<file path="src/rtl/ts_pcr_bitrate_estimator_core_macros.svh">
// assertion macros shared by the pcr bitrate estimator rtl
// no dependencies; taken in by the modules that carry assertions
`ifndef TS_PCR_BITRATE_ESTIMATOR_CORE_MACROS_SVH
`define TS_PCR_BITRATE_ESTIMATOR_CORE_MACROS_SVH

// same-cycle implication, disabled while reset is low
`define TS_PBE_ASSERT_IMP(lbl, clk, rst_n, ante, cons) \
    lbl: assert property (@(posedge clk) disable iff (!(rst_n)) (ante) |-> (cons)) \
        else $error("ts_pbe assertion failed");

// next-cycle implication, disabled while reset is low
`define TS_PBE_ASSERT_NXT(lbl, clk, rst_n, ante, cons) \
    lbl: assert property (@(posedge clk) disable iff (!(rst_n)) (ante) |=> (cons)) \
        else $error("ts_pbe assertion failed");

`endif

</file>
<file path="src/rtl/ts_pbe_pkg.sv">
`timescale 1ns / 1ps
// shared widths, constants, types and helpers of the pcr bitrate estimator
// no dependencies; used by every other rtl file but the assertion macro header
package ts_pbe_pkg;

    localparam int DATA_W     = 8;
    localparam int PID_W      = 13;
    localparam int POS_W      = 8;
    localparam int PCR_W      = 48;
    localparam int COUNT_BITS = 24;
    localparam int PKT_W      = 24;
    localparam int TICK_W     = 42;
    localparam int RATE_W     = 40;
    localparam int BPP_W      = 11;
    localparam int TPS_W      = 25;
    localparam int MULT_W     = COUNT_BITS + BPP_W;
    localparam int NUM_W      = MULT_W + TPS_W;
    localparam int DIV_CNT_W  = $clog2(NUM_W);
    localparam int CNT_EXT_W  = (COUNT_BITS > PKT_W) ? COUNT_BITS : PKT_W;

    localparam int Q_DEPTH    = 2;
    localparam int Q_PTR_W    = (Q_DEPTH > 1) ? $clog2(Q_DEPTH) : 1;
    localparam int Q_FILL_W   = $clog2(Q_DEPTH + 1);

    localparam int CFG_IDX_W  = 1;
    localparam int CFG_DATA_W = PID_W;
    localparam logic [CFG_IDX_W-1:0] CFG_PACKET_FORMAT = 1'd0;
    localparam logic [CFG_IDX_W-1:0] CFG_PCR_PID       = 1'd1;

    localparam logic [TICK_W-1:0]     PCR_PERIOD      = 42'd2576980377600;
    localparam logic [TICK_W-1:0]     PCR_BASE_MUL    = 42'd300;
    localparam logic [BPP_W-1:0]      BITS_PER_PACKET = 11'd1504;
    localparam logic [TPS_W-1:0]      TICKS_PER_SEC   = 25'd27000000;
    localparam logic [RATE_W-1:0]     RATE_MAX        = {RATE_W{1'b1}};
    localparam logic [PKT_W-1:0]      PKT_MAX         = {PKT_W{1'b1}};
    localparam logic [COUNT_BITS-1:0] COUNT_MAX       = {COUNT_BITS{1'b1}};

    // byte positions inside a packet, counted after any timecode prefix
    localparam logic [POS_W-1:0] POS_LAST   = 8'd255;
    localparam logic [POS_W-1:0] PREFIX_LEN = 8'd4;
    localparam logic [POS_W-1:0] T_PID_HI   = 8'd1;
    localparam logic [POS_W-1:0] T_PID_LO   = 8'd2;
    localparam logic [POS_W-1:0] T_ADAPT    = 8'd3;
    localparam logic [POS_W-1:0] T_FLAGS    = 8'd5;
    localparam logic [POS_W-1:0] T_PCR0     = 8'd6;
    localparam logic [POS_W-1:0] T_PCR1     = 8'd7;
    localparam logic [POS_W-1:0] T_PCR2     = 8'd8;
    localparam logic [POS_W-1:0] T_PCR3     = 8'd9;
    localparam logic [POS_W-1:0] T_PCR4     = 8'd10;
    localparam logic [POS_W-1:0] T_PCR5     = 8'd11;

    typedef struct packed {
        logic             packet_format;
        logic [PID_W-1:0] pcr_pid;
    } t_cfg;

    typedef struct packed {
        logic [PCR_W-1:0]      pcr_bytes;
        logic [COUNT_BITS-1:0] count;
    } t_job;

    typedef enum logic [2:0] {
        ST_IDLE,
        ST_TICKS,
        ST_DIFF,
        ST_DIV,
        ST_DONE
    } t_back_state;

    function automatic logic [PKT_W-1:0] sat_count(input logic [COUNT_BITS-1:0] c);
        logic [CNT_EXT_W-1:0] w;
        w = CNT_EXT_W'(c);
        if (w > CNT_EXT_W'(PKT_MAX)) begin
            return PKT_MAX;
        end
        return PKT_W'(w);
    endfunction

endpackage

</file>
<file path="src/rtl/ts_pbe_in_if.sv">
`timescale 1ns / 1ps
// input byte channel of the pcr bitrate estimator
// depends on ts_pbe_pkg
interface ts_pbe_in_if;
    import ts_pbe_pkg::*;

    logic              valid;
    logic              ready;
    logic [DATA_W-1:0] data_byte;
    logic              packet_start;

    modport source (output valid, data_byte, packet_start, input ready);
    modport sink   (input valid, data_byte, packet_start, output ready);
endinterface

</file>
<file path="src/rtl/ts_pbe_out_if.sv">
`timescale 1ns / 1ps
// result channel of the pcr bitrate estimator
// depends on ts_pbe_pkg
interface ts_pbe_out_if;
    import ts_pbe_pkg::*;

    logic              valid;
    logic              ready;
    logic [TICK_W-1:0] pcr_ticks;
    logic [PKT_W-1:0]  packets_between;
    logic [TICK_W-1:0] pcr_diff_ticks;
    logic [RATE_W-1:0] bitrate_bps;
    logic              bitrate_valid;

    modport source (output valid, pcr_ticks, packets_between, pcr_diff_ticks,
                    bitrate_bps, bitrate_valid, input ready);
    modport sink   (input valid, pcr_ticks, packets_between, pcr_diff_ticks,
                    bitrate_bps, bitrate_valid, output ready);
endinterface

</file>
<file path="src/rtl/ts_pbe_front.sv">
`timescale 1ns / 1ps
// front end: walks packet headers byte by byte, counts packets, queues pcr jobs
// depends on ts_pbe_pkg and ts_pbe_in_if
module ts_pbe_front (
    input  logic                i_clk,
    input  logic                i_rst_n,
    input  ts_pbe_pkg::t_cfg    i_cfg,
    ts_pbe_in_if.sink           i_in,
    input  logic                i_q_full,
    output logic                o_push,
    output ts_pbe_pkg::t_job    o_job
);
    import ts_pbe_pkg::*;

    logic [POS_W-1:0]      r_pos,       n_pos;
    logic [PID_W-1:0]      r_pid,       n_pid;
    logic                  r_adapt,     n_adapt;
    logic                  r_pcrf,      n_pcrf;
    logic [PCR_W-1:0]      r_pcr_bytes, n_pcr_bytes;
    logic [COUNT_BITS-1:0] r_count,     n_count;

    logic             accept;
    logic             active;
    logic [POS_W-1:0] idx;
    logic [POS_W-1:0] off;
    logic [POS_W-1:0] t;

    assign i_in.ready = !i_q_full;
    assign accept     = i_in.valid && i_in.ready;

    always_comb begin
        n_pos       = r_pos;
        n_pid       = r_pid;
        n_adapt     = r_adapt;
        n_pcrf      = r_pcrf;
        n_pcr_bytes = r_pcr_bytes;
        n_count     = r_count;
        active      = 1'b0;
        idx         = '0;
        t           = '0;
        o_push      = 1'b0;

        if (accept) begin
            if (i_in.packet_start) begin
                active      = 1'b1;
                n_pos       = POS_W'(1);
                n_pid       = '0;
                n_adapt     = 1'b0;
                n_pcrf      = 1'b0;
                n_pcr_bytes = '0;
                if (r_count != COUNT_MAX) begin
                    n_count = r_count + 1'b1;
                end
            end else if (r_pos != '0 && r_pos != POS_LAST) begin
                active = 1'b1;
                idx    = r_pos;
                n_pos  = r_pos + 1'b1;
            end
        end

        off = i_cfg.packet_format ? PREFIX_LEN : '0;

        if (active && idx >= off) begin
            t = idx - off;
            case (t)
                T_PID_HI: begin
                    n_pid = {i_in.data_byte[4:0], 8'h00};
                end
                T_PID_LO: begin
                    n_pid = r_pid | PID_W'(i_in.data_byte);
                end
                T_ADAPT: begin
                    n_adapt = i_in.data_byte[5];
                end
                T_FLAGS: begin
                    n_pcrf = i_in.data_byte[4];
                end
                T_PCR0, T_PCR1, T_PCR2, T_PCR3, T_PCR4: begin
                    n_pcr_bytes = {r_pcr_bytes[PCR_W-DATA_W-1:0], i_in.data_byte};
                end
                T_PCR5: begin
                    n_pcr_bytes = {r_pcr_bytes[PCR_W-DATA_W-1:0], i_in.data_byte};
                    if (r_pid == i_cfg.pcr_pid && r_adapt && r_pcrf) begin
                        o_push  = 1'b1;
                        n_count = '0;
                    end
                end
                default: begin
                end
            endcase
        end

        o_job.pcr_bytes = n_pcr_bytes;
        o_job.count     = r_count;
    end

    always_ff @(posedge i_clk) begin
        if (!i_rst_n) begin
            r_pos       <= '0;
            r_pid       <= '0;
            r_adapt     <= 1'b0;
            r_pcrf      <= 1'b0;
            r_pcr_bytes <= '0;
            r_count     <= '0;
        end else begin
            r_pos       <= n_pos;
            r_pid       <= n_pid;
            r_adapt     <= n_adapt;
            r_pcrf      <= n_pcrf;
            r_pcr_bytes <= n_pcr_bytes;
            r_count     <= n_count;
        end
    end

endmodule

</file>
<file path="src/rtl/ts_pbe_queue.sv">
`timescale 1ns / 1ps
// short job queue between the header front end and the bitrate back end
// depends on ts_pbe_pkg and the assertion macro header
`include "ts_pcr_bitrate_estimator_core_macros.svh"
module ts_pbe_queue (
    input  logic             i_clk,
    input  logic             i_rst_n,
    input  logic             i_push,
    input  ts_pbe_pkg::t_job i_job,
    input  logic             i_pop,
    output logic             o_full,
    output logic             o_not_empty,
    output ts_pbe_pkg::t_job o_job
);
    import ts_pbe_pkg::*;

    t_job                r_mem [Q_DEPTH];
    logic [Q_PTR_W-1:0]  r_wr_ptr;
    logic [Q_PTR_W-1:0]  r_rd_ptr;
    logic [Q_FILL_W-1:0] r_fill;

    assign o_full      = (r_fill == Q_FILL_W'(Q_DEPTH));
    assign o_not_empty = (r_fill != '0);
    assign o_job       = r_mem[r_rd_ptr];

    always_ff @(posedge i_clk) begin
        if (i_push) begin
            r_mem[r_wr_ptr] <= i_job;
        end
    end

    always_ff @(posedge i_clk) begin
        if (!i_rst_n) begin
            r_wr_ptr <= '0;
            r_rd_ptr <= '0;
            r_fill   <= '0;
        end else begin
            if (i_push) begin
                r_wr_ptr <= (r_wr_ptr == Q_PTR_W'(Q_DEPTH - 1)) ? '0 : r_wr_ptr + 1'b1;
            end
            if (i_pop) begin
                r_rd_ptr <= (r_rd_ptr == Q_PTR_W'(Q_DEPTH - 1)) ? '0 : r_rd_ptr + 1'b1;
            end
            if (i_push && !i_pop) begin
                r_fill <= r_fill + 1'b1;
            end else if (!i_push && i_pop) begin
                r_fill <= r_fill - 1'b1;
            end
        end
    end

    `TS_PBE_ASSERT_IMP(a_no_overflow, i_clk, i_rst_n, i_push, !o_full)
    `TS_PBE_ASSERT_IMP(a_no_underflow, i_clk, i_rst_n, i_pop, o_not_empty)
    `TS_PBE_ASSERT_IMP(a_fill_bound, i_clk, i_rst_n, 1'b1, r_fill <= Q_FILL_W'(Q_DEPTH))

endmodule

</file>
<file path="src/rtl/ts_pbe_back.sv">
`timescale 1ns / 1ps
// back end: pcr ticks, wrapped difference and a bit-serial bitrate divider
// depends on ts_pbe_pkg, ts_pbe_out_if and the assertion macro header
`include "ts_pcr_bitrate_estimator_core_macros.svh"
module ts_pbe_back (
    input  logic             i_clk,
    input  logic             i_rst_n,
    input  logic             i_q_not_empty,
    input  ts_pbe_pkg::t_job i_job,
    output logic             o_pop,
    ts_pbe_out_if.source     o_out
);
    import ts_pbe_pkg::*;

    t_back_state r_state, n_state;

    t_job                  r_job;
    logic [TICK_W-1:0]     r_ticks;
    logic [MULT_W-1:0]     r_mult;
    logic [TICK_W-1:0]     r_diff;
    logic                  r_valid;
    logic [NUM_W-1:0]      r_num;
    logic [TICK_W-1:0]     r_rem;
    logic [NUM_W-1:0]      r_quot;
    logic [DIV_CNT_W-1:0]  r_step;
    logic [TICK_W-1:0]     r_last_pcr;
    logic                  r_seen;

    logic                  r_out_valid;
    logic [TICK_W-1:0]     r_pcr_ticks;
    logic [PKT_W-1:0]      r_packets;
    logic [TICK_W-1:0]     r_pcr_diff;
    logic [RATE_W-1:0]     r_rate;
    logic                  r_rate_valid;

    logic                  out_load;
    logic [TICK_W-1:0]     ticks_raw;
    logic [TICK_W-1:0]     ticks_calc;
    logic [TICK_W-1:0]     diff_calc;
    logic                  div_go;
    logic [TICK_W:0]       rem_sh;
    logic                  rem_ge;
    logic [TICK_W-1:0]     rem_next;
    logic [RATE_W-1:0]     rate_sat;

    // next state
    always_comb begin
        n_state = r_state;
        case (r_state)
            ST_IDLE: begin
                if (i_q_not_empty) begin
                    n_state = ST_TICKS;
                end
            end
            ST_TICKS: begin
                n_state = ST_DIFF;
            end
            ST_DIFF: begin
                n_state = div_go ? ST_DIV : ST_DONE;
            end
            ST_DIV: begin
                if (r_step == '0) begin
                    n_state = ST_DONE;
                end
            end
            ST_DONE: begin
                if (out_load) begin
                    n_state = ST_IDLE;
                end
            end
            default: begin
                n_state = ST_IDLE;
            end
        endcase
    end

    // state outputs
    always_comb begin
        o_pop    = 1'b0;
        out_load = 1'b0;
        case (r_state)
            ST_IDLE: begin
                o_pop = i_q_not_empty;
            end
            ST_DONE: begin
                out_load = !r_out_valid || o_out.ready;
            end
            default: begin
            end
        endcase
    end

    // base * 300 + extension, folded once into the pcr period
    always_comb begin
        ticks_raw  = TICK_W'(r_job.pcr_bytes[PCR_W-1:15]) * PCR_BASE_MUL
                   + TICK_W'(r_job.pcr_bytes[8:0]);
        ticks_calc = (ticks_raw >= PCR_PERIOD) ? ticks_raw - PCR_PERIOD : ticks_raw;
    end

    always_comb begin
        if (r_ticks >= r_last_pcr) begin
            diff_calc = r_ticks - r_last_pcr;
        end else begin
            diff_calc = r_ticks + PCR_PERIOD - r_last_pcr;
        end
        div_go = r_seen && (diff_calc != '0);
    end

    // one quotient bit per cycle, msb first
    always_comb begin
        rem_sh   = {r_rem, r_num[NUM_W-1]};
        rem_ge   = (rem_sh >= {1'b0, r_diff});
        rem_next = rem_ge ? TICK_W'(rem_sh - {1'b0, r_diff}) : rem_sh[TICK_W-1:0];
        rate_sat = (r_quot[NUM_W-1:RATE_W] != '0) ? RATE_MAX : r_quot[RATE_W-1:0];
    end

    always_ff @(posedge i_clk) begin
        case (r_state)
            ST_IDLE: begin
                if (o_pop) begin
                    r_job <= i_job;
                end
            end
            ST_TICKS: begin
                r_ticks <= ticks_calc;
                r_mult  <= MULT_W'(r_job.count) * MULT_W'(BITS_PER_PACKET);
            end
            ST_DIFF: begin
                r_diff  <= div_go ? diff_calc : '0;
                r_valid <= div_go;
                r_num   <= NUM_W'(r_mult) * NUM_W'(TICKS_PER_SEC);
                r_rem   <= '0;
                r_quot  <= '0;
                r_step  <= DIV_CNT_W'(NUM_W - 1);
            end
            ST_DIV: begin
                r_rem  <= rem_next;
                r_quot <= {r_quot[NUM_W-2:0], rem_ge};
                r_num  <= {r_num[NUM_W-2:0], 1'b0};
                r_step <= r_step - 1'b1;
            end
            ST_DONE: begin
                if (out_load) begin
                    r_pcr_ticks  <= r_ticks;
                    r_packets    <= sat_count(r_job.count);
                    r_pcr_diff   <= r_diff;
                    r_rate       <= r_valid ? rate_sat : '0;
                    r_rate_valid <= r_valid;
                end
            end
            default: begin
            end
        endcase
    end

    always_ff @(posedge i_clk) begin
        if (!i_rst_n) begin
            r_state     <= ST_IDLE;
            r_out_valid <= 1'b0;
            r_last_pcr  <= '0;
            r_seen      <= 1'b0;
        end else begin
            r_state <= n_state;
            if (out_load) begin
                r_out_valid <= 1'b1;
            end else if (o_out.ready) begin
                r_out_valid <= 1'b0;
            end
            if (r_state == ST_DIFF) begin
                r_last_pcr <= r_ticks;
                r_seen     <= 1'b1;
            end
        end
    end

    assign o_out.valid           = r_out_valid;
    assign o_out.pcr_ticks       = r_pcr_ticks;
    assign o_out.packets_between = r_packets;
    assign o_out.pcr_diff_ticks  = r_pcr_diff;
    assign o_out.bitrate_bps     = r_rate;
    assign o_out.bitrate_valid   = r_rate_valid;

    `TS_PBE_ASSERT_IMP(a_div_nonzero, i_clk, i_rst_n, r_state == ST_DIV, r_diff != '0)
    `TS_PBE_ASSERT_IMP(a_rem_below, i_clk, i_rst_n, r_state == ST_DIV, r_rem < r_diff)
    `TS_PBE_ASSERT_NXT(a_seen_after_diff, i_clk, i_rst_n, r_state == ST_DIFF, r_seen)

endmodule

</file>
<file path="src/rtl/ts_pcr_bitrate_estimator_core.sv">
`timescale 1ns / 1ps
// top level of the transport stream pcr bitrate estimator
// depends on ts_pbe_pkg, both channel interfaces, front, queue and back
//
//  channel   direction  payload                                        handshake
//  i_in      sink       data_byte, packet_start                        valid/ready
//  o_out     source     pcr_ticks, packets_between, pcr_diff_ticks,    valid/ready
//                       bitrate_bps, bitrate_valid
//  i_cfg_*   write      i_cfg_index, i_cfg_data                        i_cfg_we
//
// bytes are taken one per cycle while the two-entry job queue has room
// a pcr result with a previous pcr and a nonzero difference passes ST_TICKS, ST_DIFF,
// ST_DIV and ST_DONE in the back end, the bit-serial divider producing one quotient
// bit per cycle; a result with no division goes from ST_DIFF straight to ST_DONE
// synchronous active-low reset clears all control state and the pcr history
// a stalled result holds the back end, the queue then fills and input ready drops
module ts_pcr_bitrate_estimator_core (
    input  logic                                i_clk,
    input  logic                                i_rst_n,
    input  logic                                i_cfg_we,
    input  logic [ts_pbe_pkg::CFG_IDX_W-1:0]    i_cfg_index,
    input  logic [ts_pbe_pkg::CFG_DATA_W-1:0]   i_cfg_data,
    ts_pbe_in_if.sink                           i_in,
    ts_pbe_out_if.source                        o_out
);
    import ts_pbe_pkg::*;

    logic             r_packet_format;
    logic [PID_W-1:0] r_pcr_pid;

    t_cfg cfg;
    logic q_push;
    logic q_pop;
    logic q_full;
    logic q_not_empty;
    t_job push_job;
    t_job head_job;

    always_ff @(posedge i_clk) begin
        if (!i_rst_n) begin
            r_packet_format <= 1'b0;
            r_pcr_pid       <= '0;
        end else if (i_cfg_we) begin
            case (i_cfg_index)
                CFG_PACKET_FORMAT: r_packet_format <= i_cfg_data[0];
                CFG_PCR_PID:       r_pcr_pid       <= i_cfg_data[PID_W-1:0];
                default: begin
                end
            endcase
        end
    end

    assign cfg.packet_format = r_packet_format;
    assign cfg.pcr_pid       = r_pcr_pid;

    ts_pbe_front u_front (
        .i_clk    (i_clk),
        .i_rst_n  (i_rst_n),
        .i_cfg    (cfg),
        .i_in     (i_in),
        .i_q_full (q_full),
        .o_push   (q_push),
        .o_job    (push_job)
    );

    ts_pbe_queue u_queue (
        .i_clk       (i_clk),
        .i_rst_n     (i_rst_n),
        .i_push      (q_push),
        .i_job       (push_job),
        .i_pop       (q_pop),
        .o_full      (q_full),
        .o_not_empty (q_not_empty),
        .o_job       (head_job)
    );

    ts_pbe_back u_back (
        .i_clk         (i_clk),
        .i_rst_n       (i_rst_n),
        .i_q_not_empty (q_not_empty),
        .i_job         (head_job),
        .o_pop         (q_pop),
        .o_out         (o_out)
    );

endmodule
</file>
<file path="src/flat_wrapper.sv">
// flat-port wrapper written by rule: the top's interface ports become plain ports
module ts_pcr_bitrate_estimator_core_flat import ts_pbe_pkg::*;
  (i_clk, i_rst_n, i_cfg_we, i_cfg_index, i_cfg_data, i_in_valid, i_in_data_byte, i_in_packet_start, i_in_ready, o_out_valid, o_out_pcr_ticks, o_out_packets_between, o_out_pcr_diff_ticks, o_out_bitrate_bps, o_out_bitrate_valid, o_out_ready);
  ts_pbe_in_if i_in_i ();
  ts_pbe_out_if o_out_i ();
  input  logic i_clk;
  input  logic i_rst_n;
  input  logic i_cfg_we;
  input  logic [ts_pbe_pkg::CFG_IDX_W-1:0] i_cfg_index;
  input  logic [ts_pbe_pkg::CFG_DATA_W-1:0] i_cfg_data;
  input wire logic [$bits(i_in_i.valid)-1:0] i_in_valid;
  input wire logic [$bits(i_in_i.data_byte)-1:0] i_in_data_byte;
  input wire logic [$bits(i_in_i.packet_start)-1:0] i_in_packet_start;
  output wire logic [$bits(i_in_i.ready)-1:0] i_in_ready;
  output wire logic [$bits(o_out_i.valid)-1:0] o_out_valid;
  output wire logic [$bits(o_out_i.pcr_ticks)-1:0] o_out_pcr_ticks;
  output wire logic [$bits(o_out_i.packets_between)-1:0] o_out_packets_between;
  output wire logic [$bits(o_out_i.pcr_diff_ticks)-1:0] o_out_pcr_diff_ticks;
  output wire logic [$bits(o_out_i.bitrate_bps)-1:0] o_out_bitrate_bps;
  output wire logic [$bits(o_out_i.bitrate_valid)-1:0] o_out_bitrate_valid;
  input wire logic [$bits(o_out_i.ready)-1:0] o_out_ready;
  assign i_in_i.valid = i_in_valid;
  assign i_in_i.data_byte = i_in_data_byte;
  assign i_in_i.packet_start = i_in_packet_start;
  assign i_in_ready = i_in_i.ready;
  assign o_out_valid = o_out_i.valid;
  assign o_out_pcr_ticks = o_out_i.pcr_ticks;
  assign o_out_packets_between = o_out_i.packets_between;
  assign o_out_pcr_diff_ticks = o_out_i.pcr_diff_ticks;
  assign o_out_bitrate_bps = o_out_i.bitrate_bps;
  assign o_out_bitrate_valid = o_out_i.bitrate_valid;
  assign o_out_i.ready = o_out_ready;
  ts_pcr_bitrate_estimator_core u_core (.i_clk(i_clk), .i_rst_n(i_rst_n), .i_cfg_we(i_cfg_we), .i_cfg_index(i_cfg_index), .i_cfg_data(i_cfg_data), .i_in(i_in_i), .o_out(o_out_i));
endmodule
</file>
<file path="config.mk">
export PLATFORM = sky130hd
export DESIGN_NAME = ts_pcr_bitrate_estimator_core_flat
export DESIGN_NICKNAME = d
export VERILOG_FILES = /design/src/rtl/ts_pbe_pkg.sv /design/src/rtl/ts_pbe_in_if.sv /design/src/rtl/ts_pbe_out_if.sv /design/src/rtl/ts_pbe_front.sv /design/src/rtl/ts_pbe_queue.sv /design/src/rtl/ts_pbe_back.sv /design/src/rtl/ts_pcr_bitrate_estimator_core.sv /design/src/flat_wrapper.sv
export VERILOG_INCLUDE_DIRS = /design/src /design/src/rtl
export SDC_FILE = /design/constraint.sdc
export NUM_CORES = 2
export LEC_CHECK = 0
export BUFFER_PORTS_ARGS = -buffer_cell sky130_fd_sc_hd__clkbuf_2
export CORE_MARGIN = 2
export CORE_UTILIZATION = 35
export DETAILED_ROUTE_END_ITERATION = 8
export PLACE_DENSITY = 0.48
export SLEW_MARGIN = 40
export SYNTH_ARGS = -nofsm -noshare
export SYNTH_HDL_FRONTEND = slang
export SYNTH_SLANG_ARGS = --single-unit
</file>
<file path="constraint.sdc">
create_clock -name i_clk -period 17 [get_ports i_clk]
set_input_delay 0.85 -clock i_clk [delete_from_list [all_inputs] [get_ports i_clk]]
set_output_delay 0.85 -clock i_clk [all_outputs]
set_load 0.03 [all_outputs]
</file>
After elaboration in Yosys (flattened, before gate mapping)
Memories as Yosys holds them, arrays and structs flattened. A register that Yosys moved wholly into a read port is not among the register bits.
Index checks and enable logic that the tools add are counted.
{"block": "op_classes", "n_addsub": 14, "multipliers": 3, "n_div": 0, "order_cmp": 5, "n_eq_ne": 21, "n_shift": 0, "mux": 62, "bitwise_logic": 2, "reduce_logical": 30}
{"cell": "60-bit one-hot mux with 2 select lines", "n": 2}
{"cell": "24-bit 2-to-1 mux", "n": 8}
{"cell": "48-bit 2-to-1 mux", "n": 4}
{"cell": "42-bit 2-to-1 mux", "n": 3}
{"cell": "42-bit subtractor", "n": 3}
{"cell": "42-bit one-hot mux with 2 select lines", "n": 1}
{"cell": "30-bit by 19-bit multiplier with 49-bit output, second input constant", "n": 1}
{"cell": "43-bit by 42-bit greater-or-equal comparator with 1-bit output", "n": 1}
{"cell": "42-bit adder, second input constant", "n": 1}
{"cell": "42-bit by 9-bit adder with 42-bit output", "n": 1}
{"cell": "42-bit greater-or-equal comparator", "n": 1}
{"cell": "42-bit greater-or-equal comparator, second input constant", "n": 1}
{"cell": "42-bit nonzero test", "n": 1}
{"cell": "42-bit subtractor, second input constant", "n": 1}
{"cell": "33-bit by 7-bit multiplier with 40-bit output, second input constant", "n": 1}
{"cell": "40-bit 2-to-1 mux", "n": 1}
{"cell": "8-bit 2-to-1 mux", "n": 5}
{"cell": "13-bit 2-to-1 mux", "n": 3}
{"cell": "8-bit by 4-bit == test with 1-bit output, second input constant", "n": 4}
{"cell": "24-bit by 6-bit multiplier with 30-bit output, second input constant", "n": 1}
{"cell": "13-bit one-hot mux with 2 select lines", "n": 1}
{"cell": "1-bit 2-to-1 mux", "n": 25}
{"cell": "24-bit by 1-bit adder with 24-bit output, second input constant", "n": 1}
{"cell": "8-bit by 3-bit == test with 1-bit output, second input constant", "n": 3}
{"cell": "other kinds (35)", "n": 63}
{"block": "totals", "regBits": 592, "latch_bits": 0, "mem_bits_rw": 144, "romBits": 0, "input_bits": 28, "output_inout_bits": 151, "wordCells": 166, "n_memories": 1}
{"memory": "u_core.u_queue.r_mem", "words": 2, "width": 72, "read_ports": 1, "rd_ports_with_merged_regs": 1, "wr": 1, "line": "ts_pbe_queue.sv:17", "rtl": "t_job r_mem [Q_DEPTH];"}

Longest topological paths before layout
{"block": "depth", "depth_word": 13, "mapped_depth": 26, "ltp_nobuf": 26}

Cells and area by module
Synthesis repeated with hierarchy kept, for this count alone.
{"block": "hier_totals", "hier_cells": 5453, "hier_area_um2": 58314.7}
{"mod": "ts_pbe_back", "instances": 1, "cells_each": 4514, "area_per_inst_um2": 47186.5, "seq_area_each_um2": 15564.9}
{"mod": "ts_pbe_queue", "instances": 1, "cells_each": 246, "area_per_inst_um2": 5442.7, "seq_area_each_um2": 4424.2}
{"mod": "ts_pbe_front", "instances": 1, "cells_each": 630, "area_per_inst_um2": 5074.9, "seq_area_each_um2": 1901.8}
{"mod": "ts_pcr_bitrate_estimator_core", "instances": 1, "cells_each": 63, "area_per_inst_um2": 610.6, "seq_area_each_um2": 280.3}

Worst setup path before layout
OpenSTA, ideal clock, no wires.
{"block": "synth_path", "path_kind": "in2reg", "from": "input o_out_ready", "to": "register u_core.u_back.r_rate[0] (netlist: u_core.u_back.o_out.bitrate_bps[0]) (enable)", "setup_time_ns": 0.660, "arrival_time_ns": 7.102, "t_required_ns": 16.340, "path_slack_ns": 9.238, "path_stages": 2, "n_path_buf": 0, "path_cell_list": "nor2b_1 > nor2_1"}
{"block": "synth_between", "elab_chain_cells": 3}
{"item": "start, declared", "line": "flat_wrapper.sv:21", "rtl": "input wire logic [$bits(o_out_i.ready)-1:0] o_out_ready;"}
{"item": "1-bit logical OR", "line": "ts_pbe_back.sv:86", "rtl": "out_load = !r_out_valid || o_out.ready;"}
{"item": "1-bit 2-to-1 mux", "line": "ts_pbe_back.sv:81", "rtl": "case (r_state)"}
{"item": "named net u_core.u_back.out_load", "line": "ts_pbe_back.sv:36", "rtl": "logic out_load;"}
{"item": "2-bit AND reduction (no source line)"}
{"item": "end signal, assigned", "line": "ts_pbe_back.sv:147", "rtl": "r_rate <= r_valid ? rate_sat : '0;"}
{"item": "end, declared", "line": "ts_pbe_back.sv:33", "rtl": "logic [RATE_W-1:0] r_rate;"}
The timed path passes the listed nets, and every way through them passes these cells.
A chain may end at the register's enable or synchronous reset.

Final worst setup path
{"block": "layout_path", "from": "register u_core.u_back.r_mult[16]", "to": "register u_core.u_back.r_num[59] (data pin)"}
{"block": "layout_between", "elab_chain_cells": 2}
{"item": "start, declared", "line": "ts_pbe_back.sv:19", "rtl": "logic [MULT_W-1:0] r_mult;"}
{"item": "start signal, assigned", "line": "ts_pbe_back.sv:126", "rtl": "r_mult <= MULT_W'(r_job.count) * MULT_W'(BITS_PER_PACKET);"}
{"item": "30-bit by 19-bit multiplier with 49-bit output", "line": "ts_pbe_back.sv:131", "rtl": "r_num <= NUM_W'(r_mult) * NUM_W'(TICKS_PER_SEC);"}
{"item": "60-bit one-hot mux with 2 select lines", "line": "ts_pbe_back.sv:118", "rtl": "case (r_state)"}
{"item": "end signal, assigned", "line": "ts_pbe_back.sv:131"}
{"item": "end signal, assigned", "line": "ts_pbe_back.sv:139", "rtl": "r_num <= {r_num[NUM_W-2:0], 1'b0};"}
{"item": "end, declared", "line": "ts_pbe_back.sv:22", "rtl": "logic [NUM_W-1:0] r_num;"}
Every way passes these cells. The select of a mux whose other input is x is not followed.

==> qor.tcl <==
set qor(run_status) {complete, no violations}
set qor(wire_length_of_the_first_global_routing_pass_um) 218000
set qor(maxClockFrequency_mhz) 144
set qor(synth_async_sr_flop_share) 0
set qor(synth.top_cell.area_share) 0.326
set qor(syn2layout_area_growth_pct) 11.4
set qor(clock-skew-final_ns) 0.0366
set qor(track_usage) 0.164
set qor(io_buffers) 178
set qor(post_synthesis_instance_area_sq_um) 57000
set qor(final-setup-viol-count) 0
set qor(synth.cells.most_frequent) {inv_1, edfxtp_1, ha_1}
set qor(relative_slew_slack) 0.444
set qor(worstSkewPairLatency_ns) 0.71
set qor(ant_nets_after_route) 0
set qor(post_synth_main_area_contributors) {edfxtp_1, fa_1, ha_1, inv_1, dfxtp_1}
set qor(final_total_negative_setup_slack_ns) 0
set qor(grt_start_max_net_pins) 105
set qor(die_w_um) 408
set qor(core_region_area_sq_um) 162000
set qor(critPathKind) {reg2reg}
set qor(syn_inst_count) 5383
set qor(cts.sink_count) 779
set qor(layout-drive-gt1-share) 0.0859
set qor(floorplan.rows) 148
set qor(syn_area_per_cell_sq_um) 10.6
set qor(yosysTopAreaCell) {edfxtp_1}
set qor(final_net_count) 6509
set qor(clockRootBuffer) {clkbuf_16}
set qor(placer_congestion) 0.891
set qor(worst_setup_path_start_kind) {flop}
set qor(remaining_drc_errors) 0
set qor(io_pins) 179
set qor(dieArea_sq_um) 166000
set qor(finalHoldWorstSlack_ns) 0.378
set qor(clk_pin_slew_worst_paths_ns) 0.06
set qor(drt_first_iter_violations) 2193
set qor(yosysMostFrequentCell) {inv_1}
set qor(layout_worst_path_cycle_share) 0.408
set qor(finalHoldViolCount) 0
set qor(tritoncts) {built}
set qor(clockBufferDepth) 3
set qor(finalWirelength_um) 136000
set qor(antenna_found_initial) 0
set qor(arrival_ns) 7.38
set qor(max_cap_viol_count) 0
set qor(die_height_um) 408
set qor(drt_pre_antenna_iters) 5
set qor(cells_resized_by_post_cts_repair) 0
set qor(globalRoute.totalOverflow) 0
set qor(synth_edf_count) 619
set qor(maxSlewViolCount) 0
set qor(worstSetupEndpointType) {flop}
set qor(yosysWarningCount) 0
set qor(critPathMaxFanout) 7
set qor(yosysUniqueCellTypes) 84
set qor(route.detailed.vias_per_inst) 4.84
set qor(detailed_place_hpwl_um) 107000
set qor(rsz0062_at_grt) {false}
set qor(via_count) 37700
set qor(worst_ep_required_time_ns) 17.44
set qor(routedWlPerCell_um) 17.5
set qor(synth_flop_cell) {edfxtp_1}
set qor(cts_made_buffers) 92
set qor(worst_slew_pin_tran_ns) 0.813
set qor(post-cts-setup-buffers) 0
set qor(synth-seq-cells) 779
set qor(post_synth_net_total) 6359
set qor(maximum_level_of_the_cts_h_tree) 3
set qor(final.min_clock_period_ns) 6.93
set qor(yosysSeqAreaShare) 0.382
set qor(holdBufCountCts) 0
set qor(grt_pass1_vias) 38300
set qor(min_path_type) {in2reg}
set qor(initial_core_util) 0.351
-- sequential cells by signal, indices dropped and copies added, names as in the netlist, 2 cells and up --
signal	flops
u_core.u_queue.r_mem	132
u_core.u_back.r_job	66
u_core.u_back.r_quot	60
u_core.u_back.r_num	49
u_core.u_front.r_pcr_bytes	48
u_core.u_back.o_out.pcr_diff_ticks	42
u_core.u_back.o_out.pcr_ticks	42
u_core.u_back.r_diff	42
u_core.u_back.r_last_pcr	42
u_core.u_back.r_rem	42
u_core.u_back.r_ticks	42
u_core.u_back.o_out.bitrate_bps	40
u_core.u_back.r_mult	30
u_core.u_back.o_out.packets_between	24
u_core.u_front.r_count	24
u_core.r_pcr_pid	13
u_core.u_front.r_pid	13
u_core.u_front.r_pos	8
u_core.u_back.r_step	6
u_core.u_back.r_state	3
u_core.u_queue.r_fill	2
-- stage by stage --
step           instance area [sq um]  worst slack (ns)  utilization  std cells
2_1_floorplan                  57000              9.24            -       5383
3_3_place_gp                   60300             10.01        0.372       7611
3_5_place_dp                   60400             10.01        0.372       7614
4_1_cts                        63500             10.01        0.391       7786
5_1_grt                        63500              9.58        0.391       7786
6_report                       63500             10.07        0.391       7787
-- per-layer routing --
| metal | part of all wire | global-route usage |
|---|---|---|
| met3 | 0.040 | 0.0246 |
| met2 | 0.45 | 0.257 |
| met1 | 0.50 | 0.239 |
| met5 | 0 | 0 |
| met4 | 0.014 | 0.0353 |
-- cells by family (layout without fill, tap and decap cells) --
| group | after synthesis | after routing | share of synthesized area |
|---|---|---|---|
| other cells | 0 | 1 | 0 |
| fa+ha+maj | 948 | 948 | 0.269 |
| buf+inv | 1021 | 1249 | 0.0674 |
| flops | 779 | 779 | 0.382 |
| compound gates | 916 | 916 | 0.106 |
| xor+xnor | 264 | 264 | 0.0406 |
| mux | 109 | 109 | 0.0207 |
| simple gates | 1346 | 1346 | 0.114 |
-- critical path, cell delays in order (launching register included) --
cell,delay [ns]
edfxtp_1,0.54
fa_1,0.61
fa_1,0.55
inv_1,0.05
fa_1,0.50
inv_1,0.05
fa_1,0.47
inv_1,0.05
fa_1,0.53
inv_1,0.05
fa_1,0.48
ha_1,0.38
and3_1,0.24
a311oi_1,0.28
nand3_1,0.14
o2111ai_1,0.31
nand3_1,0.15
nand3_1,0.15
nand3_1,0.15
a31oi_1,0.29
o21ai_0,0.16
a221oi_1,0.31
xnor2_1,0.16
o21ai_0,0.09
-- placed cells by master, fill, tap and decap left out, types with 26 or more instances in the layout --
| cell | count |
|---|---|
| or3_1 | 26 |
| o21a_1 | 74 |
| clkbuf_2 | 177 |
| a21o_1 | 89 |
| a21boi_0 | 76 |
| nor4_1 | 28 |
| and3_1 | 89 |
| clkbuf_16 | 96 |
| a21oi_1 | 234 |
| a211oi_1 | 37 |
| o21bai_1 | 32 |
| nand3_1 | 120 |
| mux2_2 | 70 |
| and2_1 | 75 |
| edfxtp_1 | 619 |
| xor2_1 | 96 |
| inv_1 | 863 |
| nand4_1 | 48 |
| nor2b_1 | 53 |
| xnor2_1 | 168 |
| nand2b_1 | 35 |
| ha_1 | 488 |
| fa_1 | 460 |
| mux2i_1 | 39 |
| buf_4 | 26 |
| nor3_1 | 59 |
| o21ai_0 | 155 |
| a31oi_1 | 48 |
| nand2_1 | 443 |
| nor2_1 | 283 |
| dfxtp_1 | 158 |
-- worst paths after layout --
check	slack (ns)	startpoint	to	cells past startpoint
worst max-delay path	10.07	u_core.u_back.r_mult[16]	u_core.u_back.r_num[59]	23
worst min-delay path	0.38	i_cfg_data[9]	u_core.r_pcr_pid[9]	3
worst max register to register	10.07	u_core.u_back.r_mult[16]	u_core.u_back.r_num[59]	23
worst min register to register	0.42	u_core.u_back.r_job[25]	u_core.u_back.r_ticks[1]	0
-- area by class of cell --
cell class | instances | area [sq um]
tap | 2175 | 2720
clock inverter | 54 | 502
sequential | 779 | 21800
antenna | 1 | 2.50
fill | 16000 | 98700
clock buffer | 118 | 2560
inverter | 866 | 3250
multi-input combinational | 3583 | 31500
timing repair buffer | 211 | 1190
Power is not shown: default switching activity piles up to over one toggle a cycle in this logic, so the estimate is an artifact.
